### src/hw/rtl/aacr_pkg.sv
// Package for the antialiased filled circle rasteriser.
// Holds shared widths, the job struct passed from front to back, and codes.
package aacr_pkg;
  localparam int unsigned COORD_BITS = 8;
  localparam int unsigned PIX_BITS = 10;
  localparam int unsigned RAD_BITS = 11;
  localparam int unsigned SQ_BITS = 26;  // (i*i+j*j)*256 for i,j < 128
  localparam int unsigned ROOT_BITS = 13;
  localparam int unsigned QDEPTH = 2;

  typedef enum logic [1:0] {
    KindIdle = 2'd0,
    KindNone = 2'd1,
    KindFull = 2'd2,
    KindEdge = 2'd3
  } kind_e;

  // One classified step handed to the back end.
  typedef struct packed {
    kind_e                 kind;
    logic                  done;
    logic [7:0]            i;
    logic [7:0]            j;
    logic [COORD_BITS-1:0] cx;
    logic [COORD_BITS-1:0] cy;
    logic [RAD_BITS-1:0]   radius;
    logic [SQ_BITS-1:0]    s;
    logic [23:0]           colour;
  } job_t;
endpackage

### src/hw/rtl/antialiased_filled_circle_raster.sv
// Top level of the antialiased filled circle rasteriser.
// Depends on aacr_pkg, aacr_front, aacr_queue and aacr_back.
//
// Input words arrive through push/full. A start word (action 0) latches centre,
// radius (Q7.4) and colour and yields no result. A step word (action 1) visits the
// next octant point and yields either eight mirrored pixel words or one word with
// write_valid low; the final word of a step carries last_in_run.
// Results leave through empty/pop; the oldest word sits on the ports while
// empty is low and stays put while the receiver does not pop.
// Structure: two front stages classify a point, a two-entry queue follows, then the
// back end. A full-colour point then emits its eight words; an edge point first adds
// a two-bit-per-cycle square root and a blend step. The back end's serial root and
// word emission set the rate.
// Words are still taken while the back end works, until queue and front stages fill.
// Reset clears the scan to idle and empties queue and output register.
module antialiased_filled_circle_raster import aacr_pkg::*; (
  input  logic                clk_i,
  input  logic                rst_ni,
  input  logic                push,
  output logic                full,
  input  logic                action_i,
  input  logic [7:0]          center_x_i,
  input  logic [7:0]          center_y_i,
  input  logic [RAD_BITS-1:0] radius_q_i,
  input  logic [7:0]          red_in_i,
  input  logic [7:0]          green_in_i,
  input  logic [7:0]          blue_in_i,
  output logic                empty,
  input  logic                pop,
  output logic                write_valid_o,
  output logic [PIX_BITS-1:0] pixel_first_o,
  output logic [PIX_BITS-1:0] pixel_second_o,
  output logic [7:0]          red_out_o,
  output logic [7:0]          green_out_o,
  output logic [7:0]          blue_out_o,
  output logic                last_in_run_o,
  output logic                scan_done_o
);
  logic f_valid, f_ready, b_valid, b_ready;
  job_t f_job, b_job;

  aacr_front u_front (
    .clk_i, .rst_ni, .push_i(push), .full_o(full), .action_i, .center_x_i,
    .center_y_i, .radius_q_i, .red_in_i, .green_in_i, .blue_in_i,
    .job_valid_o(f_valid), .job_ready_i(f_ready), .job_o(f_job)
  );

  aacr_queue u_queue (
    .clk_i, .rst_ni, .in_valid_i(f_valid), .in_ready_o(f_ready), .in_job_i(f_job),
    .out_valid_o(b_valid), .out_ready_i(b_ready), .out_job_o(b_job)
  );

  aacr_back u_back (
    .clk_i, .rst_ni, .job_valid_i(b_valid), .job_ready_o(b_ready), .job_i(b_job),
    .empty_o(empty), .pop_i(pop), .write_valid_o, .pixel_first_o, .pixel_second_o,
    .red_out_o, .green_out_o, .blue_out_o, .last_in_run_o, .scan_done_o
  );
endmodule

### src/hw/rtl/aacr_front.sv
// Front end: latches start words, walks the octant scan and classifies each point.
// Depends on aacr_pkg.
module aacr_front import aacr_pkg::*; (
  input  logic                  clk_i,
  input  logic                  rst_ni,
  input  logic                  push_i,
  output logic                  full_o,
  input  logic                  action_i,
  input  logic [7:0]            center_x_i,
  input  logic [7:0]            center_y_i,
  input  logic [RAD_BITS-1:0]   radius_q_i,
  input  logic [7:0]            red_in_i,
  input  logic [7:0]            green_in_i,
  input  logic [7:0]            blue_in_i,
  output logic                  job_valid_o,
  input  logic                  job_ready_i,
  output job_t                  job_o
);
  logic [7:0] row_q, col_q, row_d, col_d;
  logic [COORD_BITS-1:0] cx_q, cy_q;
  logic [RAD_BITS-1:0] rad_q;
  logic [23:0] col_rgb_q;
  logic active_q, active_d;
  // Two stages: multiply i*i and j*j, then sum and compare.
  logic       s1_v_q;
  job_t       s1_q;
  logic [15:0] ii_q, jj_q;
  logic       s2_v_q;
  job_t       s2_q;
  logic       accept, step, s2_free, s1_free;
  logic [SQ_BITS-1:0] s_sum;
  logic [2*RAD_BITS-1:0] rr, rf;
  logic [RAD_BITS-1:0] rm;

  assign s2_free = !s2_v_q || job_ready_i;
  assign s1_free = !s1_v_q || s2_free;
  assign full_o = !s1_free;
  assign accept = push_i && !full_o;
  assign step = accept && action_i;

  always_comb begin
    row_d = row_q;
    col_d = col_q;
    active_d = active_q;
    if (col_q + 8'd1 > row_q) begin
      col_d = '0;
      row_d = row_q + 8'd1;
      if ({row_d, 4'b0} >= {1'b0, rad_q}) active_d = 1'b0;
    end else begin
      col_d = col_q + 8'd1;
    end
  end

  always_ff @(posedge clk_i or negedge rst_ni) begin
    if (!rst_ni) begin
      row_q <= '0; col_q <= '0; active_q <= 1'b0;
      cx_q <= '0; cy_q <= '0; rad_q <= '0; col_rgb_q <= '0;
      s1_v_q <= 1'b0; s2_v_q <= 1'b0;
    end else begin
      if (accept && !action_i) begin
        cx_q <= center_x_i[COORD_BITS-1:0];
        cy_q <= center_y_i[COORD_BITS-1:0];
        rad_q <= radius_q_i;
        col_rgb_q <= {red_in_i, green_in_i, blue_in_i};
        row_q <= '0; col_q <= '0;
        active_q <= radius_q_i != '0;
      end else if (step && active_q) begin
        row_q <= row_d; col_q <= col_d; active_q <= active_d;
      end
      if (s1_free) s1_v_q <= step;
      if (s2_free) s2_v_q <= s1_v_q;
    end
  end

  always_ff @(posedge clk_i) begin
    if (s1_free && step) begin
      s1_q.kind <= active_q ? KindNone : KindIdle;
      s1_q.done <= active_q ? !active_d : 1'b1;
      s1_q.i <= row_q; s1_q.j <= col_q;
      s1_q.cx <= cx_q; s1_q.cy <= cy_q;
      s1_q.radius <= rad_q; s1_q.colour <= col_rgb_q;
      s1_q.s <= '0;
      ii_q <= row_q * row_q;
      jj_q <= col_q * col_q;
    end
    if (s2_free && s1_v_q) begin
      s2_q <= s1_q;
      s2_q.s <= s_sum;
      if (s1_q.kind != KindIdle) begin
        if ((s1_q.radius >= RAD_BITS'(16)) && ({2'b0, s_sum} <= {6'b0, rf}))
          s2_q.kind <= KindFull;
        else if ({2'b0, s_sum} < {6'b0, rr}) s2_q.kind <= KindEdge;
        else s2_q.kind <= KindNone;
      end
    end
  end

  assign s_sum = SQ_BITS'({({1'b0, ii_q} + {1'b0, jj_q}), 8'b0});
  assign rm = s1_q.radius - RAD_BITS'(16);
  assign rr = s1_q.radius * s1_q.radius;
  assign rf = rm * rm;

  assign job_valid_o = s2_v_q;
  assign job_o = s2_q;
endmodule

### src/hw/rtl/aacr_queue.sv
// Short job queue between the front and back ends.
// Depends on aacr_pkg.
module aacr_queue import aacr_pkg::*; (
  input  logic clk_i,
  input  logic rst_ni,
  input  logic in_valid_i,
  output logic in_ready_o,
  input  job_t in_job_i,
  output logic out_valid_o,
  input  logic out_ready_i,
  output job_t out_job_o
);
  job_t mem_q [QDEPTH];
  logic wp_q, rp_q;
  logic [1:0] cnt_q;
  logic wr, rd;

  assign in_ready_o = cnt_q != 2'(QDEPTH);
  assign out_valid_o = cnt_q != '0;
  assign wr = in_valid_i && in_ready_o;
  assign rd = out_valid_o && out_ready_i;
  assign out_job_o = mem_q[rp_q];

  always_ff @(posedge clk_i or negedge rst_ni) begin
    if (!rst_ni) begin
      wp_q <= 1'b0; rp_q <= 1'b0; cnt_q <= '0;
    end else begin
      if (wr) wp_q <= !wp_q;
      if (rd) rp_q <= !rp_q;
      cnt_q <= cnt_q + 2'(wr) - 2'(rd);
    end
  end

  always_ff @(posedge clk_i) begin
    if (wr) mem_q[wp_q] <= in_job_i;
  end

`ifndef ASSERT_OFF
  a_no_overflow: assert property (@(posedge clk_i) disable iff (!rst_ni)
    cnt_q <= 2'(QDEPTH)) else $error("queue count overflow");
  a_rd_moves: assert property (@(posedge clk_i) disable iff (!rst_ni)
    rd && !wr |=> rp_q != $past(rp_q) && cnt_q == $past(cnt_q) - 2'd1)
    else $error("queue read bookkeeping");
  a_wr_moves: assert property (@(posedge clk_i) disable iff (!rst_ni)
    wr && !rd |=> cnt_q == $past(cnt_q) + 2'd1) else $error("queue write bookkeeping");
`endif
endmodule

### src/hw/rtl/aacr_back.sv
// Back end: square root for edge points, colour blend and eight mirrored words.
// Depends on aacr_pkg.
module aacr_back import aacr_pkg::*; (
  input  logic                clk_i,
  input  logic                rst_ni,
  input  logic                job_valid_i,
  output logic                job_ready_o,
  input  job_t                job_i,
  output logic                empty_o,
  input  logic                pop_i,
  output logic                write_valid_o,
  output logic [PIX_BITS-1:0] pixel_first_o,
  output logic [PIX_BITS-1:0] pixel_second_o,
  output logic [7:0]          red_out_o,
  output logic [7:0]          green_out_o,
  output logic [7:0]          blue_out_o,
  output logic                last_in_run_o,
  output logic                scan_done_o
);
  typedef enum logic [1:0] {StIdle, StRoot, StBlend, StEmit} back_state_e;
  back_state_e st_q, st_d;
  job_t job_q;
  logic [SQ_BITS-1:0] v_q;
  logic [SQ_BITS-1:0] res_q, bit_q;
  logic [7:0] sr_q, sg_q, sb_q;
  logic [2:0] k_q;
  logic load, root_end, emit_adv;
  logic [SQ_BITS-1:0] trial;
  logic [RAD_BITS-1:0] w_full;
  logic [4:0] w;
  logic [12:0] pr, pg, pb;
  logic signed [PIX_BITS-1:0] xs, ys, is_, js, pf, ps;

  // Output register, held until popped.
  logic out_v_q;
  assign empty_o = !out_v_q;

  assign trial = res_q + bit_q;
  assign root_end = bit_q == '0;
  assign load = (st_q == StIdle) && job_valid_i;
  assign job_ready_o = st_q == StIdle;
  assign emit_adv = (st_q == StEmit) && (!out_v_q || pop_i);

  always_comb begin
    st_d = st_q;
    unique case (st_q)
      StIdle:  if (job_valid_i) st_d = (job_i.kind == KindEdge) ? StRoot : StEmit;
      StRoot:  if (root_end) st_d = StBlend;
      StBlend: st_d = StEmit;
      StEmit:  if (emit_adv && ((k_q == 3'd7) || job_q.kind == KindNone
                 || job_q.kind == KindIdle)) st_d = StIdle;
      default: st_d = StIdle;
    endcase
  end

  // Edge weight from radius minus root, clamped to 16.
  always_comb begin
    w_full = job_q.radius - res_q[RAD_BITS-1:0];
    if (res_q[RAD_BITS-1:0] >= job_q.radius) w = '0;
    else if (w_full > RAD_BITS'(16)) w = 5'd16;
    else w = w_full[4:0];
    pr = job_q.colour[23:16] * w;
    pg = job_q.colour[15:8] * w;
    pb = job_q.colour[7:0] * w;
  end

  always_comb begin
    xs = PIX_BITS'(job_q.cx);
    ys = PIX_BITS'(job_q.cy);
    is_ = PIX_BITS'(job_q.i);
    js = PIX_BITS'(job_q.j);
    pf = '0; ps = '0;
    if (job_q.kind == KindFull) begin
      unique case (k_q)
        3'd0: begin pf = ys - js; ps = xs + is_; end
        3'd1: begin pf = ys + js; ps = xs + is_; end
        3'd2: begin pf = ys + js; ps = xs - is_; end
        3'd3: begin pf = ys - js; ps = xs - is_; end
        3'd4: begin pf = ys - is_; ps = xs - js; end
        3'd5: begin pf = ys - is_; ps = xs + js; end
        3'd6: begin pf = ys + is_; ps = xs + js; end
        default: begin pf = ys + is_; ps = xs - js; end
      endcase
    end else begin
      unique case (k_q)
        3'd0: begin pf = ys - js; ps = xs + is_; end
        3'd1: begin pf = ys + js; ps = xs + is_; end
        3'd2: begin pf = ys + js; ps = xs - is_; end
        3'd3: begin pf = ys - js; ps = xs - is_; end
        3'd4: begin pf = ys - is_; ps = xs + js; end
        3'd5: begin pf = ys + is_; ps = xs + js; end
        3'd6: begin pf = ys + is_; ps = xs - js; end
        default: begin pf = ys - is_; ps = xs - js; end
      endcase
    end
  end

  always_ff @(posedge clk_i or negedge rst_ni) begin
    if (!rst_ni) begin
      st_q <= StIdle; out_v_q <= 1'b0; k_q <= '0;
    end else begin
      st_q <= st_d;
      if (load) k_q <= '0;
      else if (emit_adv) k_q <= k_q + 3'd1;
      if (emit_adv) out_v_q <= 1'b1;
      else if (pop_i) out_v_q <= 1'b0;
    end
  end

  always_ff @(posedge clk_i) begin
    if (load) begin
      job_q <= job_i;
      v_q <= job_i.s;
      res_q <= '0;
      bit_q <= SQ_BITS'(1) << (SQ_BITS - 2);
      sr_q <= job_i.colour[23:16];
      sg_q <= job_i.colour[15:8];
      sb_q <= job_i.colour[7:0];
    end
    if (st_q == StRoot) begin
      if (bit_q > v_q && res_q == '0) begin
        bit_q <= bit_q >> 2;
      end else if (!root_end) begin
        if (v_q >= trial) begin
          v_q <= v_q - trial;
          res_q <= (res_q >> 1) + bit_q;
        end else begin
          res_q <= res_q >> 1;
        end
        bit_q <= bit_q >> 2;
      end
    end
    if (st_q == StBlend) begin
      sr_q <= pr[11:4]; sg_q <= pg[11:4]; sb_q <= pb[11:4];
    end
    if (emit_adv) begin
      if (job_q.kind == KindFull || job_q.kind == KindEdge) begin
        write_valid_o <= 1'b1;
        pixel_first_o <= pf; pixel_second_o <= ps;
        red_out_o <= sr_q; green_out_o <= sg_q; blue_out_o <= sb_q;
        last_in_run_o <= k_q == 3'd7;
      end else begin
        write_valid_o <= 1'b0;
        pixel_first_o <= '0; pixel_second_o <= '0;
        red_out_o <= '0; green_out_o <= '0; blue_out_o <= '0;
        last_in_run_o <= 1'b1;
      end
      scan_done_o <= job_q.done;
    end
  end

`ifndef ASSERT_OFF
  a_hold: assert property (@(posedge clk_i) disable iff (!rst_ni)
    out_v_q && !pop_i |=> out_v_q && $stable(pixel_first_o))
    else $error("result word changed while stalled");
  a_root_only_edge: assert property (@(posedge clk_i) disable iff (!rst_ni)
    st_q == StRoot |-> job_q.kind == KindEdge) else $error("root on non-edge job");
  a_emit_kind: assert property (@(posedge clk_i) disable iff (!rst_ni)
    st_q == StEmit && k_q != 3'd0 |-> job_q.kind == KindFull || job_q.kind == KindEdge)
    else $error("multiple words for a no-write job");
`endif
endmodule
### config.mk
export PLATFORM = sky130hd
export DESIGN_NAME = antialiased_filled_circle_raster
export DESIGN_NICKNAME = d
export VERILOG_FILES = /design/src/hw/rtl/aacr_pkg.sv /design/src/hw/rtl/antialiased_filled_circle_raster.sv /design/src/hw/rtl/aacr_front.sv /design/src/hw/rtl/aacr_queue.sv /design/src/hw/rtl/aacr_back.sv
export SDC_FILE = /design/constraint.sdc
export NUM_CORES = 2
export LEC_CHECK = 0
export BUFFER_PORTS_ARGS = -buffer_cell sky130_fd_sc_hd__buf_4
export CAP_MARGIN = 20
export CORE_MARGIN = 2
export CORE_UTILIZATION = 50
export CTS_CLUSTER_DIAMETER = 150
export DETAILED_ROUTE_END_ITERATION = 8
export PLACE_DENSITY = 0.66
export SLEW_MARGIN = 20
export SYNTH_ARGS = -nofsm -noshare
export SYNTH_HDL_FRONTEND = slang
export SYNTH_SLANG_ARGS = --single-unit
### constraint.sdc
create_clock -name clk_i -period 15.2 [get_ports clk_i]
set_clock_uncertainty 0.2 [all_clocks]
set_input_delay 2.28 -clock clk_i [delete_from_list [all_inputs] [get_ports clk_i]]
set_output_delay 2.28 -clock clk_i [all_outputs]
set_load 0.05 [all_outputs]
After elaboration in Yosys (flattened, before gate mapping)
Memory sizes are Yosys's and may differ from the RTL's.
Index checks and enable logic that the tools add are counted.
{"block": "word_totals", "ramBits": 174, "wordCells": 211, "out_inout_bits": 49, "regBits": 488, "n_memories": 1}
{"block": "op_classes", "mux": 54, "n_addsub": 19, "n_reduce_logical": 47, "n_lt_le_gt_ge": 9, "n_mul": 7, "n_eq_ne": 18}
{"name": "u_queue.mem_q", "words": 2, "word_bits": 87, "rd": 1, "rd_clocked_by_memory_dff": 0, "wr": 1, "line_no": "aacr_queue.sv:13", "rtl": "job_t mem_q [QDEPTH];"}
{"cell": "2-to-1 mux 26 bit", "n": 14}
{"cell": "one-hot mux 10 bit (3 select lines)", "n": 4}
{"cell": "2-to-1 mux 8 bit", "n": 12}
{"cell": "zero test 26 bit", "n": 2}
{"cell": "multiplier 11 x 11 -> 22 bit", "n": 2}
{"cell": "adder 8 x 8 -> 9 bit", "n": 4}
{"cell": "multiplier 8 x 5 -> 12 bit", "n": 3}
{"cell": "subtractor 8 x 8 -> 9 bit", "n": 4}
{"cell": "multiplier 8 x 8 -> 16 bit", "n": 2}
{"cell": "adder 25 x 26 -> 26 bit", "n": 1}
{"cell": "adder 26 bit", "n": 1}
{"cell": ">= comparator 26 bit", "n": 1}
{"cell": "greater-than comparator 26 bit", "n": 1}
{"cell": "subtractor 26 bit", "n": 1}
{"cell": "<= comparator 25 x 22 -> 1 bit", "n": 1}
{"cell": "less-than comparator 25 x 22 -> 1 bit", "n": 1}
{"cell": "2-to-1 mux 10 bit", "n": 2}
{"cell": "adder 16 x 16 -> 17 bit", "n": 1}
{"cell": "adder 8 x 1 -> 8 bit, second input constant", "n": 2}
{"cell": "2-to-1 mux 2 bit", "n": 7}
{"cell": "nonzero test 2 bit", "n": 7}
{"cell": "equality test 3 bit, second input constant", "n": 4}
{"cell": ">= comparator 12 x 11 -> 1 bit", "n": 1}
{"cell": "logical AND 1 bit", "n": 12}
{"cell": "27 further kinds", "n": 64}

Longest topological paths before layout
{"block": "depth", "word_depth": 8, "mapped_depth": 34, "depth_no_buf": 33}

By module
From an unflattened synthesis, not the netlist that was laid out.
{"block": "unflattened", "cells_unflattened": 4309, "hier_area_um2": 46509.6}
{"module": "aacr_front", "seq_area_each_um2": 7277.0, "cells_each": 1823, "area_each_um2": 19635.1, "n_inst": 1}
{"module": "aacr_back", "seq_area_each_um2": 5945.7, "cells_each": 2165, "area_each_um2": 19607.6, "n_inst": 1}
{"module": "aacr_queue", "seq_area_each_um2": 5865.6, "cells_each": 321, "area_each_um2": 7267.0, "n_inst": 1}

Worst setup path before layout
No wires, ideal clock.
{"block": "synth_timing", "kind": "flip-flop to flip-flop", "from": "reg u_front.s1_q[54] (netlist name)", "to": "reg u_front.s2_q, in the netlist u_front.job_o[94] (data pin)", "arrival_time_ns": 7.634, "stages_incl_launch_ff": 33, "path_buffers": 1, "synth_period_minus_slack_ns": 8.089, "setup_slack_ns": 7.111, "required_time_ns": 14.746, "setup_time_ns": 0.254, "cell_sequence": "edfxtp_1 -> clkbuf_1 -> clkinv_1 -> ha_1 -> nand3_1 -> xor2_1 -> clkinv_1 -> nand2_1 -> fa_1 -> fa_1 -> inv_1 -> fa_1 -> fa_1 -> inv_1 -> fa_1 -> inv_1 -> ha_1 -> a21oi_1 -> o21ai_0 -> a211oi_1 -> nor2_1 -> o41a_1 -> a41o_1 -> nor2_1 -> xor2_1 -> ha_1 -> a21o_1 -> a21oi_1 -> o21ai_0 -> a21oi_1 -> o21ai_0 -> a22o_1 -> o21a_1"}
{"block": "synth_between", "elab_chain_cells": 6}
{"item": "start: declaration", "line_no": "aacr_front.sv:26", "rtl": "job_t s1_q;"}
{"item": "subtractor 11 x 5 -> 11 bit", "line_no": "aacr_front.sv:99", "rtl": "assign rm = s1_q.radius - RAD_BITS'(16);"}
{"item": "multiplier 11 x 11 -> 22 bit", "line_no": "aacr_front.sv:101", "rtl": "assign rf = rm * rm;"}
{"item": "<= comparator 25 x 22 -> 1 bit", "line_no": "aacr_front.sv:90", "rtl": "if ((s1_q.radius >= RAD_BITS'(16)) && ({2'b0, s_sum} <= {6'b0, rf}))"}
{"item": "logical AND 1 bit (*)", "line_no": "aacr_front.sv:90"}
{"item": "2-to-1 mux 2 bit (*)", "line_no": "aacr_front.sv:90"}
{"item": "2-to-1 mux 2 bit (*)", "line_no": "aacr_front.sv:89", "rtl": "if (s1_q.kind != KindIdle) begin"}
{"item": "end signal: assignment", "line_no": "aacr_front.sv:87", "rtl": "s2_q <= s1_q;"}
{"item": "end: declaration", "line_no": "aacr_front.sv:29", "rtl": "job_t s2_q;"}
Every way passes the cells marked *; elsewhere a longest branch is shown, timed or not.
A chain may end at the register's enable or synchronous reset.

Worst setup path in the final report
Same ends and word-level chain as after synthesis.

==> metrics.txt <==
area grow syn2layout 9.995%; Die Span X 302.5 um; DR iter-0 viols 1,748; placed inst area 0.04666 mm^2; unrepaired setup endpoints after global routing no; Max-slew headroom 34.20%; Worst path slowest cell fa_1; met1 GRT Util 32.94%; crit-path most repeated cell fa_1; max-cap violations 0; first-pass GRT wire length 160.3 mm; sequential power share 28.2%; cts bufs inserted 73; via density per instance 5.398; critical path's largest stage delay 540 ps; Worst R2R Path Depth 32; Slew Viols, Final 0; GPL Wtd Cong 0.8675; post_cts resized 0; Sink Count 657; Final setup viols 0; Routed Antenna Nets 0; PortBufs 104; total routed wirelength 99.54 mm; Die Y 302.5 um; Clock transition at path regs 60 ps; hold slack 203.9 ps; HP Start u_front.s1_q[93]; area of the die 0.09151 mm^2; Data required, critical path 15,350 ps; sw frac 42.99%; Crit Path Max Fanout 22; share of post-route cells with drive strength above 1 8.805%; GR peak layer met2; Ports 105; Hold WC Path Type register to register; WP data arrival 9170 ps; Final nets 4,990; grt met2 use 34.73%; ys async rst share 12.18%; total negative slack 0 ps; syn_nets 4,897; Highest Clock Rate 0.1110 GHz; n_diodes 0; internal power 5.786 mW; final hold violation count 0; crit end category register; Worst Path Class, Setup register to register; post-synth cell types 92; number of global-route vias before repair 29,358; VDD IR max 161.7 uV; run status finished, final reports clean; crit start category register; WL/cell 18.24 um; GR Util met3 2.771%; Worst Tran Pin Value 987.0 ps; Longest Clk Path Bufs 3; Initial Utilization 50.41%; fin crit period 9012 ps; Setup crit start u_front.s1_q[54]; Core ar. 0.08837 mm^2; H-tree levels 3; Pre-Repair DR Iteration Count 5; Syn Inst Count 4,140; Hold-fix buffers, CTS 0; Post-Syn Area 0.04455 mm^2; CTS tree built; Root Buffer clkbuf_16; post-synthesis sequential area ratio 41.63%; Worst-Skew Late Latency 630 ps; net switching power 4.363 mW; Post-synth EDFFs 499; Worst Hold Depth 0; Avg Cell Area, Syn 10.76 um^2; # DRC 0; GRT overflow 0; clock share of power 17.0%; largest net degree at the start of global routing 84; Pleak 21.80 nW; synthesis-stage register bit count 657; initial antenna violation count 2; HPWL after detailed placement 74.57 mm; Yosys warning total 0; postcts setup bufs 0; Tot GR Track Use 22.20%; final instance area 0.04900 mm^2; Final Cycle Share 59.29%; Std-Cell Rows 109; Most used DFF post-synth edfxtp_1; DR vias 29,460; Comb pwr share 54.8%; pwr/cell area 207.1 mW/mm^2; RR Startpoint u_front.s1_q[54]
-- logic make-up (layout without fill, tap and decap cells) --
family	after synthesis	in the layout	share of synthesized area [%]
muxes	118	118	2.870
buffers and inverters	602	755	5.089
adders and majority gates	701	701	23.65
AOI/OAI and AO/OA	763	763	11.19
and+or+nand+nor	1076	1076	11.19
xor gates and xnor gates	223	223	4.384
DFF	657	657	41.63
-- state kept, by name, indices dropped and copies added (netlist names), 11 cells and up --
register	count
u_queue.mem_q	174
u_front.job_o	87
u_front.s1_q	67
u_back.job_q	62
u_back.bit_q	26
u_back.res_q	26
u_back.v_q	26
u_front.col_rgb_q	24
u_front.ii_q	15
u_front.jj_q	15
u_front.rad_q	11
-- synth_stat cells, drive strengths merged (37+ instances only) --
| library cell | number | share of area, % |
|---|---|---|
| ha | 466 | 13 |
| dfxtp | 78 | 3.5 |
| nand2 | 445 | 3.7 |
| mux2 | 78 | 2.0 |
| inv | 480 | 4.0 |
| xnor2 | 150 | 2.9 |
| edfxtp | 499 | 34 |
| o21ai | 168 | 1.9 |
| a21oi | 232 | 2.6 |
| o21bai | 56 | 0.94 |
| nor2 | 217 | 1.8 |
| clkbuf | 103 | 0.87 |
| nand3 | 63 | 0.71 |
| a21o | 82 | 1.4 |
| xor2 | 73 | 1.4 |
| nor3 | 49 | 0.56 |
| o21a | 37 | 0.62 |
| fa | 235 | 11 |
| mux2i | 40 | 0.90 |
| and2 | 126 | 1.8 |
| dfrtp | 80 | 4.5 |
-- path summary, 6_finish.rpt --
path                                      to  slack [ps]
max in group asynchronous   u_front.rad_q[6]       12130
setup / recovery           u_front.job_o[94]        6190
hold reg to reg            u_front.job_o[93]         200
hold / removal             u_front.job_o[93]         200
min in group asynchronous     u_back.st_q[0]        1410
setup reg to reg           u_front.job_o[94]        6190
-- worst max-delay path: cells and delay by family, from the launching register on --
kind | cells | cell delay (ps)
XOR/XNOR | 2 | 550
flip-flops | 1 | 320
AO/OA/AOI/OAI | 12 | 2350
AND/OR/NAND/NOR | 4 | 570
buffers and inverters | 6 | 1180
adder cells (fa/ha/maj) | 8 | 3540
-- layout by cell type, fill, tap and decap left out, types with 22 or more instances in the layout --
cell type	instances
clkbuf_1	25
dfrtp_1	79
mux2_2	78
nor2_1	213
o211ai_1	22
o21ai_0	161
nand2b_1	30
buf_4	134
dfxtp_1	78
clkbuf_16	74
o31ai_1	25
o21bai_1	56
nand4_1	23
a21oi_1	229
mux2i_1	40
o21a_1	37
xnor2_1	150
nor2b_1	33
a21o_1	79
fa_1	235
nand2_1	443
and2_1	124
ha_1	466
xor2_1	73
nor3_1	47
inv_1	479
nand3_1	63
edfxtp_1	499
-- power groups by stage --
stage               clock [mW]  sequential [mW]  combinational [mW]
floorplan                    0             2.90                4.16
global placement             0             2.88                5.47
detailed placement           0             2.90                5.53
CTS                       1.77             2.86                5.58
global route              1.83             2.91                6.30
finish                    1.73             2.86                5.56
-- cell type report --
| cell class | instances | area (um^2) |
|---|---|---|
| tap | 1165 | 1458 |
| timing repair buffer | 134 | 1006 |
| clock inverter | 27 | 275.3 |
| fill | 7599 | 39370 |
| clock buffer | 108 | 2069 |
| inverter | 486 | 1826 |
| sequential | 657 | 18550 |
| multi-input combinational | 2881 | 23820 |
-- through the flow --
step	std cells	util, %	power (mW)	setup WS (ps)
6_report	5458	55.45	10.15	6188
5_1_grt	5458	55.45	11.05	5609
4_1_cts	5458	55.45	10.21	6241
3_5_place_dp	5323	52.79	8.425	6335
3_3_place_gp	5323	52.79	8.355	6404
2_1_floorplan	4140	-	7.058	7111
-- metal layers --
| layer | share of wire (%) | vias up |
|---|---|---|
| met5 | 0 | - |
| met3 | 4.2 | 119 |
| li1 | - | 14524 |
| met1 | 49 | 14218 |
| met2 | 45 | 599 |
| met4 | 2.1 | 0 |
(Power assumes the default switching activity.)
